[config.mk]
export PLATFORM = sky130hd
export DESIGN_NAME = tcs_ram
export DESIGN_NICKNAME = d
export VERILOG_FILES = /design/src/rtl/tcs_ram.sv
export SDC_FILE = /design/constraint.sdc
export NUM_CORES = 1
export LEC_CHECK = 0
export BUFFER_PORTS_ARGS = -buffer_cell sky130_fd_sc_hd__buf_2
export CAP_MARGIN = 10
export CORE_ASPECT_RATIO = 1.1
export CORE_UTILIZATION = 35
export CTS_CLUSTER_DIAMETER = 80
export DETAILED_ROUTE_END_ITERATION = 8
export HOLD_SLACK_MARGIN = 0.05
export PLACE_DENSITY = 0.48
export RECOVER_POWER = 25
export SKIP_LAST_GASP = 1
export SYNTH_ARGS = -nofsm -noshare
export SYNTH_HDL_FRONTEND = slang
export SYNTH_SLANG_ARGS = --single-unit
export TNS_END_PERCENT = 10
[constraint.sdc]
create_clock -name clk -period 9.2 [get_ports clk]
set_input_delay 1.84 -clock clk [delete_from_list [all_inputs] [get_ports clk]]
set_output_delay 1.84 -clock clk [all_outputs]
set_load 0.005 [all_outputs]
[src/rtl/tcs_ram.sv]
// tcs_ram: single write port, single read port memory with registered read data.
// Generic; no package dependency.
`timescale 1ns / 1ps

module tcs_ram #(
    parameter int WIDTH = 4,
    parameter int DEPTH = 128
) (
    input  logic                     clk,
    input  logic                     we,
    input  logic [$clog2(DEPTH)-1:0] waddr,
    input  logic [WIDTH-1:0]         wdata,
    input  logic                     re,
    input  logic [$clog2(DEPTH)-1:0] raddr,
    output logic [WIDTH-1:0]         rdata
);

    logic [WIDTH-1:0] mem [DEPTH];

    always_ff @(posedge clk)
    begin
        if (we)
        begin
            mem[waddr] <= wdata;
        end
    end

    always_ff @(posedge clk)
    begin
        if (re)
        begin
            rdata <= mem[raddr];
        end
    end

endmodule

==> insert_results.sql, run 1 <==
INSERT INTO impl_metrics (metric_group, metric, value, unit) VALUES
('worst_setup_path', 'slowest_cell_delay_on_critical_path', '2.91', 'ns'),
('worst_setup_path', 'worst_setup_path_end_kind', 'register', ''),
('routing', 'dr_total_vias', '9037', ''),
('floorplanning', 'design.die.area', '0.0588', 'mm²'),
('worst_setup_path', 'r2r_cells', '4', ''),
('job', 'drv_cap', '8', ''),
('synthesis', 'ys_seq_area_share', '76.6', '%'),
('synthesis', 'synth_enable_flop_cells', '516', ''),
('floorplanning', 'floorplan.io_pins', '25', ''),
('clocking', 'clk_transition_reported_paths', '0.06', 'ns'),
('worst_setup_path', 'cp_data_required_time', '9.00', 'ns'),
('timing', 'fin_worst_skew', '0.0186', 'ns'),
('global_route', 'grtUsageTotal', '16.6', '%'),
('final_layout', 'drive_gt1_share', '27.9', '%'),
('final_layout', 'final.fill_count', '4999', ''),
('timing', 'timing_worst_slew_pin_value', '4.03', 'ns'),
('routing', 'detail_route.wl_per_cell', '26.8', 'µm'),
('power_and_ir_drop', 'power.density', '219', 'mW/mm²'),
('clocking', 'clock_insertion_delay_worst_skew', '0.60', 'ns'),
('global_route', 'grt_overflow_total', '0', ''),
('routing', 'routed_via_density', '5.16', ''),
('clocking', 'cts_buffer_depth', '3', ''),
('placement', 'routability_congestion_estimate', '0.742', ''),
('routing', 'postRouteAntennaNets', '0', ''),
('worst_setup_path', 'slowest_stage', 'sky130_fd_sc_hd__clkbuf_1', ''),
('worst_setup_path', 'crit_top_cell', 'sky130_fd_sc_hd__clkbuf_1', ''),
('synthesis', 'synth-seq-cells', '516', ''),
('global_route', 'antenna_found_initial', '3', ''),
('clocking', 'post-cts-setup-buffer-count', '0', ''),
('timing', 'tns', '0', 'ns'),
('synthesis', 'synthesis.area_per_instance', '22.3', 'µm²'),
('global_route', 'first_global_vias', '9858', ''),
('clocking', 'htree_num_levels', '2', ''),
('global_route', 'grt_max_degree', '101', ''),
('synthesis', 'synth_warnings', '0', ''),
('synthesis', 'synth_most_common_cell', 'sky130_fd_sc_hd__edfxtp_1', ''),
('synthesis', 'synth_top_cell_area_share', '76.6', '%'),
('run_status', 'status', 'finished, violations left', ''),
('routing', 'finalWirelength', '46900', 'µm'),
('timing', 'grt_setup_unrepaired', 'false', ''),
('synthesis', 'postSynthCellCount', '908', ''),
('min_path', 'worst_min_delay_path_class', 'register to register', ''),
('placement', 'io_buffer_count', '24', ''),
('final_layout', 'area.growth.synth_to_final', '13.5', '%'),
('power_and_ir_drop', 'power.ir.vdd_worst', '0.000123', 'V'),
('synthesis', 'synth_area', '0.0202', 'mm²'),
('final_layout', 'multi_input_area', '0.00453', 'mm²'),
('synthesis', 'synth.distinct_cells', '15', ''),
('final_layout', 'finish.net_count', '971', ''),
('routing', 'drc', '0', ''),
('run_status', 'violations_in_the_final_reports', 'max-capacitance violations, max-slew violations', ''),
('clocking', 'clk_root_buffer_cell', 'sky130_fd_sc_hd__clkbuf_16', ''),
('power_and_ir_drop', 'p_leak', '6.85', 'nW'),
('timing', 'timing_hold_violations_final', '0', ''),
('timing', 'max_freq', '160', 'MHz'),
('final_layout', 'postLayoutCellArea', '0.0230', 'mm²'),
('routing', 'dr.pass1.iters', '6', ''),
('timing', 'fin_crit', '6.25', 'ns'),
('synthesis', 'synth_common_cells', 'sky130_fd_sc_hd__edfxtp_1, sky130_fd_sc_hd__mux4_2, sky130_fd_sc_hd__nor2_1', ''),
('synthesis', 'synth_flop_cell', 'sky130_fd_sc_hd__edfxtp_1', ''),
('clocking', 'tritoncts_num_sinks', '516', ''),
('worst_setup_path', 'cp.buffers_inverters', '2', ''),
('floorplanning', 'die_height', '254', 'µm'),
('worst_setup_path', 'start_kind', 'primary input', ''),
('timing', 'timing.hold.ws', '1.24', 'ns'),
('timing', 'report.final.slew_viol_count', '272', ''),
('worst_setup_path', 'crit_chain', 'clkbuf_1 > clkbuf_1', ''),
('synthesis', 'async_set_or_reset_register_ratio_after_synthesis', '0', '%'),
('timing', 'max_slew_margin', '-169', '%'),
('clocking', 'cts_hold_repair.buffers', '0', ''),
('floorplanning', 'initial_utilization', '35.4', '%');
metal layers:
| metal | part of all wire [%] | track usage [%] | vias to the layer above |
|---|---|---|---|
| met5 | 0 | 0 | - |
| met1 | 40 | 20.9 | 4881 |
| met2 | 53 | 29.2 | 197 |
| met3 | 4.9 | 2.84 | 63 |
| li1 | - | - | 3896 |
| met4 | 2.0 | 4.96 | 0 |
metrics by stage:
step / worst slack, ns / std cells / util [%] / total power (W)
final: 2.95 / 1751 / 40.1 / 0.00504
after global routing: 2.40 / 1750 / 40.1 / 0.00520
after CTS: 4.50 / 1747 / 40.2 / 0.00511
after detailed placement: 3.85 / 1646 / 37.1 / 0.00290
after floorplan: 4.92 / 908 / - / 0.00279
after global placement: 3.83 / 1646 / 37.1 / 0.00290
final timing paths:
path | from | endpoint | slack [ns]
min reg2reg | mem[93][2]$_DFFE_PP_ | rdata[2]$_DFFE_PP_ | 1.24
max reg2reg | mem[125][0]$_DFFE_PP_ | rdata[0]$_DFFE_PP_ | 6.72
max | wdata[1] | mem[121][1]$_DFFE_PP_ | 2.95
min | mem[93][2]$_DFFE_PP_ | rdata[2]$_DFFE_PP_ | 1.24
flip-flops by register name (all words and copies together) (netlist names):
signal / cells
rdata: 4
mem: 512
cells by family after synthesis:
group                  Yosys count  share of synthesized area [%]
buffers and inverters           50                           1.05
DFF                            516                           76.6
muxes                          172                           18.9
and+or+nand+nor                170                           3.44
power breakdown:
group	leakage, nW	internal [W]	switching [W]
Combinational	1.34	0.0000937	0.000141
Clock	0.866	0.00129	0.000907
Sequential	4.64	0.00260	0.00000560
Total	6.85	0.00398	0.00105
layout by cell type, fill, tap and decap left out, drive strengths merged, types with 2 or more instances in the layout:
cell type / n
buf: 22
bufinv: 7
clkbuf: 74
clkinv: 25
clkinvlp: 6
diode: 4
edfxtp: 516
inv: 3
mux2: 4
mux4: 168
nand2: 14
nand2b: 2
nand3: 12
nand4: 3
nor2: 122
nor2b: 7
nor3: 9
area by class of cell:
class | count | area share [%]
Clock inverter | 41 | 1.73
Timing Repair Buffer | 36 | 0.899
Antenna cell | 4 | 0.0436
Sequential cell | 516 | 67.5
Multi-Input combinational cell | 342 | 19.7
Clock buffer | 60 | 6.07
Tap cell | 752 | 4.10
(Power assumes the default switching activity.)
==> run 2: changes to the inputs <==
clock period = 6 ns   (was 9.2 ns; I/O delays follow)
==> run 2 against run 1 <==
  * The run still ends with max-capacitance violations, max-slew violations left
  * Clock power grew 35%
  * Flip-flop and latch count is the same
  * Global-route usage shrank 0.40 points
  * Combinational power grew 56%
  * Worst hold slack lost 0.24 ns
  * Die area is the same
  * Sequential power grew 53%
  * Core utilization shrank 0.31 points
  * Setup slack lost 1.3 ns
  * Largest power group unchanged
==> insert_results.sql, run 2 (synthesized netlist as in run 1, its figures left out) <==
INSERT INTO impl_metrics (metric_group, metric, value, unit) VALUES
('run_status', 'status', 'finished, violations left', ''),
('run_status', 'violations_in_the_final_reports', 'max-capacitance violations, max-slew violations', ''),
('timing', 'tns', '0', 'ns'),
('placement', 'place.detailed.hpwl', '28700', 'µm'),
('final_layout', 'layout.cells.most_common_list', 'sky130_fd_sc_hd__edfxtp_1, sky130_fd_sc_hd__mux4_2, sky130_fd_sc_hd__nor2_1', ''),
('clocking', 'clk_transition_reported_paths', '0.06', 'ns'),
('final_layout', 'reg.largest.list', 'mem (512), rdata (4)', ''),
('placement', 'routability_congestion_estimate', '0.751', ''),
('min_path', 'worst_min_delay_path_class', 'primary input to register', ''),
('worst_setup_path', 'cp.buffers_inverters', '2', ''),
('floorplanning', 'core_region_area', '0.0572', 'mm²'),
('global_route', 'first_global_vias', '9729', ''),
('routing', 'dr_total_vias', '8987', ''),
('worst_setup_path', 'slowest_stage', 'sky130_fd_sc_hd__clkbuf_1', ''),
('clocking', 'cts_tree', 'yes', ''),
('global_route', 'grt_pass1_wl', '68100', 'µm'),
('clocking', 'cts_buffer_depth', '3', ''),
('worst_setup_path', 'timing.reg2reg.setup_slack', '3.47', 'ns'),
('power_and_ir_drop', 'power.density', '322', 'mW/mm²'),
('worst_setup_path', 'critical_path.max_fanout', '78', ''),
('worst_setup_path', 'critical-path-top-delay-family', 'buffers and inverters', ''),
('timing', 'number_of_endpoints_failing_setup_at_the_final_stage', '0', ''),
('routing', 'drc', '0', ''),
('final_layout', 'diode_insertion_count_for_antenna_repair', '0', ''),
('timing', 'grt_setup_unrepaired', 'false', ''),
('timing', 'timing_worst_slew_pin_value', '3.72', 'ns'),
('worst_setup_path', 'slowest_cell_delay_on_critical_path', '2.56', 'ns'),
('placement', 'placed_cell_area', '0.0213', 'mm²'),
('power_and_ir_drop', 'power.ir.vdd_worst', '0.000180', 'V'),
('placement', 'io_buffer_count', '24', ''),
('worst_setup_path', 'cp_data_required_time', '6.31', 'ns'),
('floorplanning', 'design.die.area', '0.0588', 'mm²'),
('clocking', 'cts_buffers', '52', ''),
('worst_setup_path', 'worst_setup_path_end_kind', 'register', ''),
('global_route', 'grt_max_degree', '81', ''),
('global_route', 'antenna_found_initial', '0', ''),
('final_layout', 'regMostFlops', 'mem', ''),
('clocking', 'cts.repair.resized', '0', ''),
('clocking', 'post-cts-setup-buffer-count', '0', ''),
('worst_setup_path', 'worstSetupPathType', 'primary input to register', ''),
('routing', 'dr.pass1.iters', '5', ''),
('timing', 'report.final.slew_viol_count', '255', ''),
('routing', 'detailedRoute.firstIterationViolations', '773', ''),
('worst_setup_path', 'crit_chain', 'clkbuf_1 > buf_4', ''),
('final_layout', 'drive_gt1_share', '27.6', '%'),
('final_layout', 'flip_flop_count_of_the_largest_register_all_copies_and_words_added', '512', ''),
('floorplanning', 'num_rows', '92', ''),
('clocking', 'clock_insertion_delay_worst_skew', '0.59', 'ns'),
('job', 'drv_cap', '4', ''),
('global_route', 'grtUsageTotal', '16.2', '%'),
('timing', 'timing_hold_violations_final', '0', ''),
('worst_setup_path', 'start_kind', 'primary input', ''),
('routing', 'postRouteAntennaNets', '0', ''),
('worst_setup_path', 'critical_path_arrival', '4.63', 'ns'),
('timing', 'fin_worst_skew', '0.0115', 'ns'),
('timing', 'fin_crit', '4.31', 'ns'),
('final_layout', 'finish.net_count', '974', ''),
('timing', 'max_freq', '232', 'MHz'),
('global_route', 'grt_overflow_total', '0', ''),
('final_layout', 'area.growth.synth_to_final', '12.6', '%'),
('clocking', 'tritoncts_num_sinks', '516', ''),
('routing', 'finalWirelength', '46300', 'µm'),
('clocking', 'htree_num_levels', '2', ''),
('timing', 'period_share', '71.9', '%'),
('timing', 'timing.final.ws_setup', '1.69', 'ns'),
('routing', 'routed_via_density', '5.16', ''),
('floorplanning', 'die-width', '231', 'µm'),
('clocking', 'clk_root_buffer_cell', 'sky130_fd_sc_hd__clkbuf_16', ''),
('power_and_ir_drop', 'report.power.total', '0.00734', 'W'),
('floorplanning', 'floorplan.io_pins', '25', ''),
('routing', 'detail_route.wl_per_cell', '26.5', 'µm'),
('placement', 'place_worst_setup_slack', '1.56', 'ns'),
('clocking', 'cts_hold_repair.buffers', '0', ''),
('final_layout', 'layout.cells.most_common', 'sky130_fd_sc_hd__edfxtp_1', ''),
('floorplanning', 'initial_utilization', '35.4', '%'),
('power_and_ir_drop', 'p_leak', '6.79', 'nW'),
('floorplanning', 'die_height', '254', 'µm'),
('timing', 'max_slew_margin', '-148', '%'),
('final_layout', 'postLayoutCellArea', '0.0228', 'mm²');
==> run 2: cell types whose count changed in the layout (fill, tap and decap cells not counted), moves of 2 or more <==
cell / before / now
sky130_fd_sc_hd__bufinv_16: 7 / 1
sky130_fd_sc_hd__clkbuf_16: 55 / 53
sky130_fd_sc_hd__clkbuf_1: 18 / 14
sky130_fd_sc_hd__inv_6: 2 / 0
sky130_fd_sc_hd__diode_2: 4 / 0
sky130_fd_sc_hd__clkinvlp_4: 6 / 1
sky130_fd_sc_hd__buf_12: 1 / 4
sky130_fd_sc_hd__clkinv_1: 13 / 17
sky130_fd_sc_hd__buf_4: 5 / 12
==> run 2: layout make-up <==
type	count	area [µm²]
clock buffers	60	1350
clock inverters	32	174
fillers	5020	34400
multi-input cells	342	4530
flip-flops and latches	516	15500
well taps	752	941
repair buffers	41	302
==> run 2: worst paths after layout <==
path	startpoint	cells after the start	to
setup reg to reg	mem[79][1]$_DFFE_PP_	4	rdata[1]$_DFFE_PP_
hold / removal	re	1	rdata[2]$_DFFE_PP_
hold reg to reg	mem[31][3]$_DFFE_PP_	4	rdata[3]$_DFFE_PP_
setup / recovery	wdata[1]	2	mem[126][1]$_DFFE_PP_
==> run 2: through the flow <==
step | std cells | hold slack [ns] | utilization (%)
after floorplan | 908 | 1.15 | -
after global placement | 1651 | 1.24 | 37.2
after detailed placement | 1651 | 1.23 | 37.2
after CTS | 1743 | 0.914 | 39.9
after global routing | 1743 | 0.982 | 39.8
final | 1743 | 1.00 | 39.8
==> run 2: report_power, final <==
part	internal (W)	switching (W)	total [W]
sequential	0.00399	0.00000682	0.00400
combinational	0.000149	0.000217	0.000366
clock	0.00164	0.00134	0.00298
==> run 2: layer usage <==
layer / vias up / routed length (µm) / global-route usage [%]
met3: 71 / 2140 / 3.10
met2: 197 / 24300 / 28.5
li1: 3883 / - / -
met1: 4836 / 18700 / 20.2
met5: - / 0 / 0
met4: 0 / 1170 / 5.00
==> run 3: changes to the inputs <==
clock period = 4.5 ns   (was 6 ns; I/O delays follow)
==> run 3 against run 2 <==
  * The flow still finishes with violations (max-capacitance violations, max-slew violations)
  * First-iteration DRC count is 7.2% lower
  * Total power increased by 37%
  * Sequential power up 33%
  * Setup slack got worse by 0.46 ns
  * Count of clock-buffer cells in the layout increased by 1
  * Core utilization increased by 0.41 points
  * Flip-flop and latch count stayed put
  * Via count is 1.7% higher
  * Register-to-register slack got worse by 1.5 ns
  * Die area did not move
  * Critical path type unchanged
==> insert_results.sql, run 3 (synthesized netlist as in run 1, its figures left out) <==
INSERT INTO impl_metrics (metric_group, metric, value, unit) VALUES
('floorplanning', 'die-width', '231', 'µm'),
('global_route', 'first_global_vias', '9839', ''),
('timing', 'report.final.slew_viol_count', '231', ''),
('final_layout', 'final_cell_count_no_fill', '1757', ''),
('floorplanning', 'die_height', '254', 'µm'),
('worst_setup_path', 'slowest_cell_delay_on_critical_path', '1.95', 'ns'),
('worst_setup_path', 'critical_path_arrival', '3.61', 'ns'),
('timing', 'timing_hold_violations_final', '0', ''),
('routing', 'drc', '0', ''),
('worst_setup_path', 'critical-path-top-delay-family', 'buffers and inverters', ''),
('routing', 'postRouteAntennaNets', '0', ''),
('clocking', 'clk_root_buffer_cell', 'sky130_fd_sc_hd__clkbuf_16', ''),
('placement', 'io_buffer_count', '24', ''),
('job', 'drv_cap', '3', ''),
('worst_setup_path', 'worstSetupPathType', 'primary input to register', ''),
('floorplanning', 'core_region_area', '0.0572', 'mm²'),
('placement', 'routability_congestion_estimate', '0.747', ''),
('clocking', 'post-cts-setup-buffer-count', '0', ''),
('clocking', 'cts_hold_repair.buffers', '0', ''),
('final_layout', 'regMostFlops', 'mem', ''),
('power_and_ir_drop', 'share_clk_of_total_power', '42.2', '%'),
('floorplanning', 'design.die.area', '0.0588', 'mm²'),
('global_route', 'grt_max_degree', '88', ''),
('clocking', 'cts_buffer_depth', '3', ''),
('timing', 'period_share', '72.7', '%'),
('timing', 'max_slew_margin', '-89.1', '%'),
('worst_setup_path', 'start_kind', 'primary input', ''),
('final_layout', 'diode_insertion_count_for_antenna_repair', '0', ''),
('clocking', 'cts_buffers', '53', ''),
('floorplanning', 'initial_utilization', '35.4', '%'),
('power_and_ir_drop', 'switching_share_of_power', '21.5', '%'),
('placement', 'place_worst_setup_slack', '0.701', 'ns'),
('clocking', 'clk_transition_reported_paths', '0.06', 'ns'),
('power_and_ir_drop', 'switchingPower', '0.00217', 'W'),
('worst_setup_path', 'slowest_stage', 'sky130_fd_sc_hd__clkbuf_1', ''),
('power_and_ir_drop', 'power_frac_seq', '52.8', '%'),
('global_route', 'grt_overflow_total', '0', ''),
('worst_setup_path', 'crit_chain', 'clkbuf_1 > buf_4', ''),
('routing', 'finalWirelength', '48100', 'µm'),
('power_and_ir_drop', 'p_leak', '6.92', 'nW'),
('run_status', 'status', 'finished, violations left', ''),
('timing', 'grt_setup_unrepaired', 'false', ''),
('power_and_ir_drop', 'power.density', '438', 'mW/mm²'),
('timing', 'max_freq', '306', 'MHz'),
('power_and_ir_drop', 'share_of_power_burned_in_combinational_logic', '5.1', '%'),
('floorplanning', 'floorplan.io_pins', '25', ''),
('final_layout', 'area.growth.synth_to_final', '13.8', '%'),
('timing', 'fin_worst_skew', '0.0420', 'ns'),
('final_layout', 'drive_gt1_share', '29.7', '%'),
('clocking', 'tritoncts_num_sinks', '516', ''),
('routing', 'dr.pass1.iters', '5', ''),
('power_and_ir_drop', 'internal_power_summed_over_all_cells', '0.00792', 'W'),
('final_layout', 'flip_flop_count_of_the_largest_register_all_copies_and_words_added', '512', ''),
('final_layout', 'layout.cells.most_common_list', 'sky130_fd_sc_hd__edfxtp_1, sky130_fd_sc_hd__mux4_2, sky130_fd_sc_hd__nor2_1', ''),
('routing', 'dr_total_vias', '9143', ''),
('clocking', 'cts.repair.resized', '0', ''),
('power_and_ir_drop', 'report.power.total', '0.0101', 'W'),
('clocking', 'clock_insertion_delay_worst_skew', '0.62', 'ns'),
('final_layout', 'layout.cells.most_common', 'sky130_fd_sc_hd__edfxtp_1', ''),
('final_layout', 'postLayoutCoreUtil', '40.2', '%'),
('worst_setup_path', 'critical_path.max_fanout', '60', ''),
('global_route', 'antenna_found_initial', '1', ''),
('floorplanning', 'num_rows', '92', ''),
('worst_setup_path', 'cp_data_required_time', '4.85', 'ns'),
('routing', 'routed_via_density', '5.20', ''),
('power_and_ir_drop', 'power.ir.vdd_worst', '0.000272', 'V'),
('final_layout', 'finish.net_count', '984', ''),
('clocking', 'htree_num_levels', '2', ''),
('timing', 'tns', '0', 'ns'),
('timing', 'fin_crit', '3.27', 'ns'),
('global_route', 'grt_pass1_wl', '70400', 'µm'),
('global_route', 'grtUsageTotal', '16.9', '%'),
('min_path', 'worst_min_delay_path_class', 'primary input to register', ''),
('routing', 'detail_route.wl_per_cell', '27.4', 'µm'),
('worst_setup_path', 'cp.buffers_inverters', '2', ''),
('routing', 'detailedRoute.firstIterationViolations', '717', ''),
('worst_setup_path', 'worst_setup_path_end_kind', 'register', ''),
('placement', 'placedCellCount', '1660', ''),
('run_status', 'violations_in_the_final_reports', 'max-capacitance violations, max-slew violations', ''),
('timing', 'timing.final.ws_setup', '1.23', 'ns'),
('placement', 'place.detailed.hpwl', '30400', 'µm'),
('clocking', 'cts_tree', 'yes', ''),
('timing', 'number_of_endpoints_failing_setup_at_the_final_stage', '0', ''),
('final_layout', 'reg.largest.list', 'mem (512), rdata (4)', ''),
('timing', 'timing_worst_slew_pin_value', '2.84', 'ns');
## run 3: changes by cell type in the layout (fill, tap and decap cells not counted), sizes merged
cell / change
clkinv: -5
buf: +12
clkbuf: -2
clkinvlp: +2
inv: +4
bufinv: +3
## run 3: area by class of cell
cell class / instances / area, µm²
tap: 752 / 941
timing repair buffer: 50 / 405
clock buffer: 61 / 1360
multi-input combinational: 342 / 4530
fill: 5020 / 34200
clock inverter: 36 / 303
sequential: 516 / 15500
## run 3: per-stage QoR
stage | instance area [µm²] | hold WS [ns]
6_report | 23000 | 0.678
2_1_floorplan | 20200 | 0.999
5_1_grt | 23000 | 0.664
3_5_place_dp | 21400 | 1.22
4_1_cts | 23000 | 0.569
3_3_place_gp | 21400 | 1.20
## run 3: final timing paths
| check | start | end | slack, ns | cells after the start |
|---|---|---|---|---|
| worst min-delay path | re | rdata[3]$_DFFE_PP_ | 0.68 | 1 |
| worst min register to register | mem[45][0]$_DFFE_PP_ | rdata[0]$_DFFE_PP_ | 1.23 | 4 |
| worst max-delay path | wdata[0] | mem[98][0]$_DFFE_PP_ | 1.23 | 2 |
| worst max register to register | mem[95][1]$_DFFE_PP_ | rdata[1]$_DFFE_PP_ | 1.96 | 4 |
## run 3: power groups by stage
stage                     Clock [W]  Sequential, W  Combinational, W
after floorplan                   0        0.00542          0.000280
after global placement            0        0.00542          0.000524
after detailed placement          0        0.00542          0.000527
after CTS                   0.00435        0.00532          0.000528
after global routing        0.00452        0.00532          0.000546
final                       0.00425        0.00532          0.000511
## run 3: per-layer routing
layer  up-vias  share of wire [%]  wire length (µm)  track usage (%)
met5         -              0.035                17                0
met1      4980                 41             19800             21.5
li1       3906                  -                 -                -
met2       188                 52             24900             29.1
met4         2                2.4              1130             4.84
met3        67                4.7              2260             3.38
